### src/design/acpe_pkg.sv
// Shared types, constants and constant tables of the compressed position encoder.
package acpe_pkg;

  // Configuration register indexes
  localparam logic [1:0] CFG_SYMBOL_TABLE = 2'd0;
  localparam logic [1:0] CFG_SYMBOL_CODE  = 2'd1;
  localparam logic [1:0] CFG_TYPE_BYTE    = 2'd2;

  // Register reset values
  localparam logic [6:0] SYMBOL_TABLE_RESET = 7'd92;
  localparam logic [6:0] SYMBOL_CODE_RESET  = 7'd94;
  localparam logic [6:0] TYPE_BYTE_RESET    = 7'd91;

  // Characters
  localparam logic [6:0] CHR_OFFSET = 7'd33;
  localparam logic [6:0] CHR_BANG   = 7'd33;
  localparam logic [6:0] CHR_MAX    = 7'd123;

  // Position scaling, 1e-5 degree inputs
  localparam logic signed [25:0] LAT_OFFSET = 26'sd9000000;
  localparam logic signed [26:0] LON_OFFSET = 27'sd18000000;
  localparam logic [18:0] LAT_SCALE = 19'd380926;
  localparam logic [17:0] LON_SCALE = 18'd190463;
  localparam logic [43:0] DIVISOR   = 44'd100000;
  // DIVISOR * 91^4: products at or above this saturate to 91^4-1
  localparam logic [43:0] SAT_LIMIT = 44'd6857496100000;

  localparam logic [8:0] COURSE_MAX = 9'd360;

  // Digit unit: 28 quotient bits, two per step
  localparam int unsigned DIGIT_STEPS = 14;
  localparam logic [3:0]  LAST_STEP   = 4'(DIGIT_STEPS - 1);
  localparam logic [3:0]  SPEED_STEPS = 4'd7;

  localparam int unsigned QUEUE_DEPTH_DEFAULT = 2;

  typedef logic [43:0] digit_weight_t [28];
  typedef logic [10:0] speed_thr_t [128];

  // Weight of quotient bit i: DIVISOR * 91^(3-digit) * 2^(6-bit), digit-major order
  function automatic digit_weight_t digit_weights();
    digit_weight_t tab;
    logic [43:0]   base;
    base = DIVISOR;
    for (int dg = 3; dg >= 0; dg--) begin
      for (int b = 0; b < 7; b++) begin
        tab[dg * 7 + b] = base << (6 - b);
      end
      base = base * 44'd91;
    end
    return tab;
  endfunction

  // Smallest whole speed reaching 1.08^k, powers truncated at 40 fraction bits
  function automatic speed_thr_t speed_thresholds();
    speed_thr_t  tab;
    logic [63:0] p;
    logic [63:0] c;
    tab[0] = '0;
    p = 64'd1 << 40;
    for (int k = 1; k < 128; k++) begin
      p = p * 64'd27 / 64'd25;
      c = (p + (64'd1 << 40) - 64'd1) >> 40;
      tab[k] = (c > 64'd2047) ? 11'd2047 : c[10:0];
    end
    return tab;
  endfunction

  localparam digit_weight_t DIGIT_WEIGHTS = digit_weights();
  localparam speed_thr_t    SPEED_THR     = speed_thresholds();

  // One classified fix, ready to emit
  typedef struct packed {
    logic [3:0][6:0] lat_chr;
    logic [3:0][6:0] lon_chr;
    logic [6:0]      course_chr;
    logic [6:0]      speed_chr;
  } fix_t;

  typedef struct packed {
    logic empty;
    logic full;
  } queue_status_t;

endpackage

### src/design/acpe_front.sv
// Front end: takes a fix, scales position, splits base-91 digits, codes course and speed.
module acpe_front (
  input  logic                   clk,
  input  logic                   rst,
  input  logic                   start,
  input  logic signed [24:0]     latitude,
  input  logic signed [25:0]     longitude,
  input  logic [8:0]             course_deg,
  input  logic [9:0]             speed_knots,
  output logic                   busy,
  input  acpe_pkg::queue_status_t q_status,
  output logic                   push,
  output acpe_pkg::fix_t         push_data
);
  import acpe_pkg::*;

  // two restoring compare-subtract steps
  function automatic logic [45:0] div2(logic [43:0] rem, logic [43:0] w0, logic [43:0] w1);
    logic [43:0] r;
    logic        b0;
    logic        b1;
    b0 = (rem >= w0);
    r  = b0 ? rem - w0 : rem;
    b1 = (r >= w1);
    r  = b1 ? r - w1 : r;
    return {r, b0, b1};
  endfunction

  logic               accept;
  logic               load;
  logic               last_step;
  logic               stall;
  logic signed [25:0] lat_diff;
  logic signed [26:0] lon_sum;
  logic [24:0]        lat_mag;
  logic [25:0]        lon_mag;
  logic [8:0]         cog_clamp;

  // product stage
  logic        stg_valid;
  logic [43:0] stg_lat_n;
  logic [43:0] stg_lon_n;
  logic [6:0]  stg_course;
  logic [9:0]  stg_speed;

  // digit unit
  logic        div_active;
  logic [3:0]  step;
  logic [43:0] lat_rem;
  logic [43:0] lon_rem;
  logic [27:0] lat_quo;
  logic [27:0] lon_quo;
  logic        lat_sat;
  logic        lon_sat;
  logic [6:0]  div_course;
  logic [9:0]  div_speed;
  logic [6:0]  spd_code;

  logic [43:0] w0;
  logic [43:0] w1;
  logic [45:0] lat_step;
  logic [45:0] lon_step;
  logic [27:0] lat_quo_next;
  logic [27:0] lon_quo_next;
  logic [6:0]  spd_cand;
  logic        spd_hit;

  assign last_step = div_active && (step == LAST_STEP);
  assign stall     = last_step && q_status.full;
  assign push      = last_step && !q_status.full;
  assign load      = stg_valid && (!div_active || push);
  assign busy      = stg_valid && !load;
  assign accept    = start && !busy;

  always_comb begin
    lat_diff  = LAT_OFFSET - 26'(latitude);
    lon_sum   = 27'(longitude) + LON_OFFSET;
    lat_mag   = lat_diff[25] ? '0 : lat_diff[24:0];
    lon_mag   = lon_sum[26] ? '0 : lon_sum[25:0];
    cog_clamp = (course_deg > COURSE_MAX) ? COURSE_MAX : course_deg;
  end

  always_comb begin
    w0           = DIGIT_WEIGHTS[{step, 1'b0}];
    w1           = DIGIT_WEIGHTS[{step, 1'b1}];
    lat_step     = div2(lat_rem, w0, w1);
    lon_step     = div2(lon_rem, w0, w1);
    lat_quo_next = {lat_quo[25:0], lat_step[1:0]};
    lon_quo_next = {lon_quo[25:0], lon_step[1:0]};
    // binary search over the power thresholds, one bit per step
    spd_cand     = spd_code | (7'd1 << (3'd6 - step[2:0]));
    spd_hit      = (step < SPEED_STEPS) && (SPEED_THR[spd_cand] <= {1'b0, div_speed});
  end

  always_comb begin
    for (int i = 0; i < 4; i++) begin
      push_data.lat_chr[3 - i] = lat_sat ? CHR_MAX
                                         : lat_quo_next[27 - 7 * i -: 7] + CHR_OFFSET;
      push_data.lon_chr[3 - i] = lon_sat ? CHR_MAX
                                         : lon_quo_next[27 - 7 * i -: 7] + CHR_OFFSET;
    end
    push_data.course_chr = div_course;
    push_data.speed_chr  = spd_code + CHR_OFFSET;
  end

  always_ff @(posedge clk) begin
    if (rst) begin
      stg_valid  <= 1'b0;
      div_active <= 1'b0;
      step       <= '0;
    end else begin
      if (accept) begin
        stg_valid <= 1'b1;
      end else if (load) begin
        stg_valid <= 1'b0;
      end
      if (load) begin
        div_active <= 1'b1;
        step       <= '0;
      end else if (push) begin
        div_active <= 1'b0;
      end else if (div_active && !stall) begin
        step <= step + 4'd1;
      end
    end
  end

  always_ff @(posedge clk) begin
    if (accept) begin
      stg_lat_n  <= LAT_SCALE * lat_mag;
      stg_lon_n  <= LON_SCALE * lon_mag;
      stg_course <= cog_clamp[8:2] + CHR_OFFSET;
      stg_speed  <= speed_knots;
    end
    if (load) begin
      lat_rem    <= stg_lat_n;
      lon_rem    <= stg_lon_n;
      lat_sat    <= (stg_lat_n >= SAT_LIMIT);
      lon_sat    <= (stg_lon_n >= SAT_LIMIT);
      lat_quo    <= '0;
      lon_quo    <= '0;
      div_course <= stg_course;
      div_speed  <= stg_speed;
      spd_code   <= '0;
    end else if (div_active && !stall) begin
      lat_rem <= lat_step[45:2];
      lon_rem <= lon_step[45:2];
      lat_quo <= lat_quo_next;
      lon_quo <= lon_quo_next;
      if (spd_hit) begin
        spd_code <= spd_cand;
      end
    end
  end

endmodule

### src/design/acpe_queue.sv
// Short queue of classified fixes between the front end and the byte emitter.
module acpe_queue #(
  parameter int unsigned DEPTH = acpe_pkg::QUEUE_DEPTH_DEFAULT
) (
  input  logic                    clk,
  input  logic                    rst,
  input  logic                    push,
  input  acpe_pkg::fix_t          push_data,
  input  logic                    pop,
  output acpe_pkg::fix_t          pop_data,
  output acpe_pkg::queue_status_t status
);
  import acpe_pkg::*;

  localparam int unsigned PTR_W = (DEPTH > 1) ? $clog2(DEPTH) : 1;
  localparam int unsigned CNT_W = $clog2(DEPTH + 1);

  fix_t             entry [DEPTH];
  logic [PTR_W-1:0] wr_ptr;
  logic [PTR_W-1:0] rd_ptr;
  logic [CNT_W-1:0] count;

  assign status.empty = (count == '0);
  assign status.full  = (count == CNT_W'(DEPTH));
  assign pop_data     = entry[rd_ptr];

  always_ff @(posedge clk) begin
    if (rst) begin
      wr_ptr <= '0;
      rd_ptr <= '0;
      count  <= '0;
    end else begin
      if (push) begin
        wr_ptr <= (wr_ptr == PTR_W'(DEPTH - 1)) ? '0 : wr_ptr + PTR_W'(1);
      end
      if (pop) begin
        rd_ptr <= (rd_ptr == PTR_W'(DEPTH - 1)) ? '0 : rd_ptr + PTR_W'(1);
      end
      if (push && !pop) begin
        count <= count + CNT_W'(1);
      end else if (pop && !push) begin
        count <= count - CNT_W'(1);
      end
    end
  end

  always_ff @(posedge clk) begin
    if (push) begin
      entry[wr_ptr] <= push_data;
    end
  end

endmodule

### src/design/acpe_back.sv
// Back end: configuration registers and the fourteen-byte emitter.
module acpe_back (
  input  logic                    clk,
  input  logic                    rst,
  input  logic                    cfg_valid,
  output logic                    cfg_ready,
  input  logic [1:0]              cfg_index,
  input  logic [6:0]              cfg_data,
  input  acpe_pkg::queue_status_t q_status,
  input  acpe_pkg::fix_t          q_data,
  output logic                    pop,
  output logic                    result_valid,
  output logic [7:0]              out_byte,
  output logic                    last
);
  import acpe_pkg::*;

  localparam logic [3:0] POS_BANG   = 4'd0;
  localparam logic [3:0] POS_TABLE  = 4'd1;
  localparam logic [3:0] POS_LAT0   = 4'd2;
  localparam logic [3:0] POS_LAT3   = 4'd5;
  localparam logic [3:0] POS_LON0   = 4'd6;
  localparam logic [3:0] POS_LON3   = 4'd9;
  localparam logic [3:0] POS_CODE   = 4'd10;
  localparam logic [3:0] POS_COURSE = 4'd11;
  localparam logic [3:0] POS_SPEED  = 4'd12;
  localparam logic [3:0] POS_LAST   = 4'd13;

  logic [6:0] sym_table;
  logic [6:0] sym_code;
  logic [6:0] type_chr;
  logic       active;
  logic [3:0] pos;
  fix_t       cur;
  logic [6:0] byte_sel;
  logic       at_end;

  assign cfg_ready = 1'b1;
  assign at_end    = (pos == POS_LAST);
  assign pop       = !q_status.empty && (!active || at_end);

  always_comb begin
    case (pos) inside
      POS_BANG:            byte_sel = CHR_BANG;
      POS_TABLE:           byte_sel = sym_table;
      [POS_LAT0:POS_LAT3]: byte_sel = cur.lat_chr[2'(POS_LAT3 - pos)];
      [POS_LON0:POS_LON3]: byte_sel = cur.lon_chr[2'(POS_LON3 - pos)];
      POS_CODE:            byte_sel = sym_code;
      POS_COURSE:          byte_sel = cur.course_chr;
      POS_SPEED:           byte_sel = cur.speed_chr;
      POS_LAST:            byte_sel = type_chr;
      default:             byte_sel = CHR_BANG;
    endcase
  end

  always_ff @(posedge clk) begin
    if (rst) begin
      sym_table    <= SYMBOL_TABLE_RESET;
      sym_code     <= SYMBOL_CODE_RESET;
      type_chr     <= TYPE_BYTE_RESET;
      active       <= 1'b0;
      pos          <= '0;
      result_valid <= 1'b0;
      last         <= 1'b0;
    end else begin
      if (cfg_valid && cfg_ready) begin
        unique case (cfg_index)
          CFG_SYMBOL_TABLE: sym_table <= cfg_data;
          CFG_SYMBOL_CODE:  sym_code  <= cfg_data;
          CFG_TYPE_BYTE:    type_chr  <= cfg_data;
          default: ;
        endcase
      end
      if (pop) begin
        active <= 1'b1;
        pos    <= '0;
      end else if (active) begin
        if (at_end) begin
          active <= 1'b0;
        end
        pos <= pos + 4'd1;
      end
      result_valid <= active;
      last         <= active && at_end;
    end
  end

  always_ff @(posedge clk) begin
    if (pop) begin
      cur <= q_data;
    end
    out_byte <= {1'b0, byte_sel};
  end

endmodule

### src/design/aprs_compressed_position_encoder.sv
// Top level of the compressed APRS position body encoder.
//
// A fix (latitude, longitude in 1e-5 degree, course in degrees, speed in
// knots) is taken at a clock edge with start high and busy low. Fourteen
// bytes follow on out_byte, one per cycle with result_valid high and no gaps:
// '!', symbol table, four base-91 latitude digits, four base-91 longitude
// digits, symbol code, course, speed and type; last marks the fourteenth.
// The receiver cannot stall: every strobed byte must be taken. A taken fix
// passes the product stage, the digit unit, the queue and the registered
// byte output before its first byte shows; a fix taken while the previous
// one is still in the digit unit waits in the input stage until loaded.
// Sustained rate is set both by the digit unit (14 radix-4 steps per fix,
// one restoring divider each for latitude and longitude) and by the single
// byte result port; busy is high most of the time at full rate. Out-of-range
// positions saturate to the edge of the base-91 range, courses above 360
// read as 360. Configuration writes (cfg_valid, always ready) are meant for
// idle times only; index 3 is ignored.
module aprs_compressed_position_encoder #(
  parameter int unsigned QUEUE_DEPTH = acpe_pkg::QUEUE_DEPTH_DEFAULT
) (
  input  logic               clk,
  input  logic               rst,
  // fix input
  input  logic               start,
  output logic               busy,
  input  logic signed [24:0] latitude,
  input  logic signed [25:0] longitude,
  input  logic [8:0]         course_deg,
  input  logic [9:0]         speed_knots,
  // byte output
  output logic               result_valid,
  output logic [7:0]         out_byte,
  output logic               last,
  // configuration
  input  logic               cfg_valid,
  output logic               cfg_ready,
  input  logic [1:0]         cfg_index,
  input  logic [6:0]         cfg_data
);
  import acpe_pkg::*;

  // front -> queue
  logic          push;
  fix_t          push_data;
  // queue -> back
  logic          pop;
  fix_t          pop_data;
  queue_status_t q_status;

  // Front: product stage plus digit unit; also runs the speed threshold search.
  acpe_front u_front (
    .clk         (clk),
    .rst         (rst),
    .start       (start),
    .latitude    (latitude),
    .longitude   (longitude),
    .course_deg  (course_deg),
    .speed_knots (speed_knots),
    .busy        (busy),
    .q_status    (q_status),
    .push        (push),
    .push_data   (push_data)
  );

  // Decouples digit work from byte emission so both run at full rate.
  acpe_queue #(
    .DEPTH (QUEUE_DEPTH)
  ) u_queue (
    .clk       (clk),
    .rst       (rst),
    .push      (push),
    .push_data (push_data),
    .pop       (pop),
    .pop_data  (pop_data),
    .status    (q_status)
  );

  // Back: pops a fix as the previous one finishes, so bursts can run back to back.
  acpe_back u_back (
    .clk          (clk),
    .rst          (rst),
    .cfg_valid    (cfg_valid),
    .cfg_ready    (cfg_ready),
    .cfg_index    (cfg_index),
    .cfg_data     (cfg_data),
    .q_status     (q_status),
    .q_data       (pop_data),
    .pop          (pop),
    .result_valid (result_valid),
    .out_byte     (out_byte),
    .last         (last)
  );

endmodule

### config.mk
export PLATFORM = sky130hd
export DESIGN_NAME = aprs_compressed_position_encoder
export DESIGN_NICKNAME = d
export VERILOG_FILES = /design/src/design/acpe_pkg.sv /design/src/design/acpe_front.sv /design/src/design/acpe_queue.sv /design/src/design/acpe_back.sv /design/src/design/aprs_compressed_position_encoder.sv
export SDC_FILE = /design/constraint.sdc
export NUM_CORES = 2
export LEC_CHECK = 0
export ABC_AREA = 1
export BUFFER_PORTS_ARGS = -buffer_cell sky130_fd_sc_hd__buf_2
export CAP_MARGIN = 10
export CORE_MARGIN = 2
export CORE_UTILIZATION = 52
export CTS_BUF_LIST = sky130_fd_sc_hd__clkbuf_16
export DETAILED_ROUTE_END_ITERATION = 10
export PLACE_DENSITY_LB_ADDON = 0.25
export SYNTH_ARGS = -nofsm -noshare
export SYNTH_HDL_FRONTEND = slang
export SYNTH_SLANG_ARGS = --single-unit
### constraint.sdc
create_clock -name clk -period 8.5 [get_ports clk]
set_input_delay 1.275 -clock clk [delete_from_list [all_inputs] [get_ports clk]]
set_output_delay 1.275 -clock clk [all_outputs]
set_load 0.1 [all_outputs]
==> impl_metrics.tcl <==
set metrics [dict create \
    synth_top_area_cell "edfxtp_1" \
    die_w_um 325.3 \
    dp_slack_ps -274.0 \
    fin_setup_tns_ps 0 \
    whs_ps 420.4 \
    finalInstanceArea_mm2 0.05987 \
    grt_pass1_vias 43140 \
    wirelength_mm 144.0 \
    min_period_over_period 0.9467 \
    first_iter_violations 3825 \
    drive_gt1_frac 0.09333 \
    track_usage 0.2723 \
    cp_slowest_cell "fa_1" \
    synth_top_flop_cell "edfxtp_1" \
    ys_seq_elements 524 \
    syn_nets 7549 \
    avgSynthCellArea_um2 8.285 \
    cpMostUsedCell "inv_1" \
    cap_violations 0 \
    root_buffer "clkbuf_16" \
    worst_slack_ps 453.0 \
    clockBufferDepth 3 \
    post-route-min-period_ps 8047 \
    grt_first_pass_wirelength_mm 230.5 \
    critical_path.endpoint "u_front.stg_lat_n[43]" \
    crit_type "in -> reg" \
    place.gp.congestion 0.9851 \
    run_status "finished, final reports clean" \
    setup_violations 0 \
    ys_types 73 \
    antenna_found_initial 1 \
    synth_warnings 0 \
    clock-sinks 524 \
    start_util 0.5260 \
    rrSetupSlack_ps 600 \
    relSlewSlack 0.1443 \
    io_buffer_count 92 \
    ys_async_sr_fraction 0 \
    synth_top_area_frac 0.2350 \
    fmax_mhz 124.3 \
    synth_edf_count 420 \
    skew_ps 59.88 \
    die_h_um 325.3 \
    r2r-start "u_front.step[0]" \
    syn_to_final_growth_pct 11.55 \
    required_ps 8930 \
    syn_area_mm2 0.05367 \
    hold_buffers 0 \
    htree_levels 2 \
    detail-route-antenna-nets 0 \
    hp-class "reg -> reg" \
    reg2regPathDepth 33 \
    synth.area.top_cells "edfxtp_1 23%, fa_1 19%, ha_1 11%, nand2_1 9.3%, inv_1 9.2%" \
    coreArea_mm2 0.1020 \
    endpoint_kind "flop" \
    wl_per_cell_um 17.46 \
    drv_slew 0 \
    antennaDiodeCount 0 \
    grt_max_degree 78 \
    start_kind "primary input" \
    cp_data_arrival_time_ps 8480 \
    ios 95 \
    cts_tree "yes" \
    dr.pass1.iters 6 \
    place_area_mm2 0.05773 \
    grt.overflow.total 0 \
    numCtsBuffers 59 \
    vias_per_cell 5.334 \
    tightest_slew_ps 1273 \
    path_clk_slew_ps 60 \
    startpoint "latitude[0]" \
    num_rows 117 \
    vias 43990 \
    dieArea_mm2 0.1058 \
    nets 7899 \
    route.detailed.drc 0 \
    rr_endpoint "u_front.lat_rem[13]" \
    critPathMaxFanout 4 \
    cpPeakStageDelay_ps 550 \
    clk_latency_ps 680 \
    ys_seq_area_frac 0.2738 \
    finalHoldViolCount 0 \
    syn_inst 6478 \
    place_hpwl_mm 118.5 \
]
[logic make-up after synthesis]
logic type / count (synthesis) / synth area share
AND/OR/NAND/NOR: 2230 / 0.1713
buffers and inverters: 1452 / 0.1038
AO/OA/AOI/OAI: 1054 / 0.1132
adder cells (fa/ha/maj): 988 / 0.3006
flip-flops: 524 / 0.2738
XOR/XNOR: 228 / 0.03721
other: 2 / 0.0001399
[critical path, delay by kind of cell]
family	cells	cell delay, ps
AO/OA/AOI/OAI	9	1470
buffers and inverters	10	660
AND/OR/NAND/NOR	13	1310
XOR/XNOR	1	120
adder cells (fa/ha/maj)	8	3620
[repair_timing]
item / in CTS / in global routing
endpoints found under the setup margin: 0 / 13
buffers inserted: 0 / 2
resized for setup: 0 / 18
[stage by stage]
step / util / std cells
2_1_floorplan: - / 6478
3_3_place_gp: 0.5658 / 8133
3_5_place_dp: 0.5658 / 8133
4_1_cts: 0.5859 / 8245
5_1_grt: 0.5868 / 8247
6_report: 0.5868 / 8247
[Yosys cell counts (53+ instances only)]
library cell	n
xnor2_1	100
clkbuf_1	79
inv_1	1316
fa_1	502
dfxtp_1	104
ha_1	486
xor2_1	128
a21oi_1	379
o21ai_0	322
edfxtp_1	420
nand3_1	213
nand2_1	1334
a22oi_1	53
nor2_1	490
[layout by cell type (no fill, tap or decap), types with 12 or more instances in the layout]
cell type | synthesis | layout
nor2_2 | 16 | 16
nor4_1 | 13 | 12
a22oi_1 | 53 | 53
o21ai_1 | 36 | 38
fa_1 | 502 | 501
edfxtp_1 | 420 | 420
nor2_1 | 490 | 486
nand4_1 | 36 | 36
buf_4 | 7 | 308
clkinv_2 | 0 | 12
dfxtp_1 | 104 | 103
a21o_1 | 18 | 18
o21ai_0 | 322 | 319
inv_1 | 1316 | 1320
nand3_1 | 213 | 211
o211ai_1 | 27 | 27
xnor2_1 | 100 | 100
clkbuf_16 | 0 | 59
buf_2 | 13 | 92
ha_1 | 486 | 485
o21a_1 | 17 | 17
nand2_1 | 1334 | 1333
nor3_1 | 38 | 37
a21oi_2 | 23 | 26
inv_2 | 14 | 13
nand3_2 | 11 | 13
a31oi_1 | 45 | 45
clkinv_1 | 5 | 16
or2_2 | 28 | 28
o21bai_1 | 32 | 32
o22ai_1 | 24 | 24
nand2_2 | 16 | 16
a21oi_1 | 379 | 376
xor2_1 | 128 | 128
[worst min-delay path by stage]
stage / from / to / depth (start not counted) / slack, ps
finish: u_front.stg_speed[3] / u_front.div_speed[3] / 0 / 420
global route: u_front.stg_speed[4] / u_front.div_speed[4] / 0 / 430
CTS: u_front.stg_speed[5] / u_front.div_speed[5] / 0 / 420
detailed placement: u_front.stg_speed[5] / u_front.div_speed[5] / 0 / 410
global placement: u_front.stg_course[0] / u_front.div_course[0] / 0 / 400
floorplan: u_front.stg_course[0] / u_front.div_course[0] / 0 / 400
[final cells by class]
type / count / area [µm²]
clock buffer: 59 / 1476
clock inverter: 53 / 579.3
fill: 9264 / 42170
inverter: 1336 / 5024
multi-input combinational: 4502 / 33510
sequential: 524 / 14700
tap: 1368 / 1712
timing repair buffer: 405 / 2873
[layer usage]
| metal | global-route usage | part of all wire | wire length (µm) | vias up |
|---|---|---|---|---|
| met1 | 0.3943 | 0.46 | 66690 | 21020 |
| met3 | 0.02720 | 0.058 | 8374 | 167 |
| met5 | 0 | 0 | 0 | - |
| met2 | 0.4403 | 0.46 | 65720 | 1304 |
| li1 | - | - | - | 21510 |
| met4 | 0.06481 | 0.022 | 3172 | 0 |
[registers in the layout (all words and copies together), names as in the netlist, 2 cells and up]
signal,count
u_front.lat_rem,43
u_back.sym_table,7
u_back.out_byte,7
u_front.div_course,7
u_front.stg_speed,10
u_front.lon_rem,44
u_back.pos,4
u_back.type_chr,7
u_queue.entry,140
u_back.sym_code,7
u_front.div_speed,10
u_front.step,4
u_front.lon_quo,26
u_front.spd_code,7
u_front.stg_lat_n,43
u_back.cur,70
u_front.lat_quo,26
u_queue.count,2
u_front.stg_lon_n,44
u_front.stg_course,7
Power is left out: the tool's default activity adds up to more than one toggle a clock period on the data nets, which glitch-free logic cannot reach.
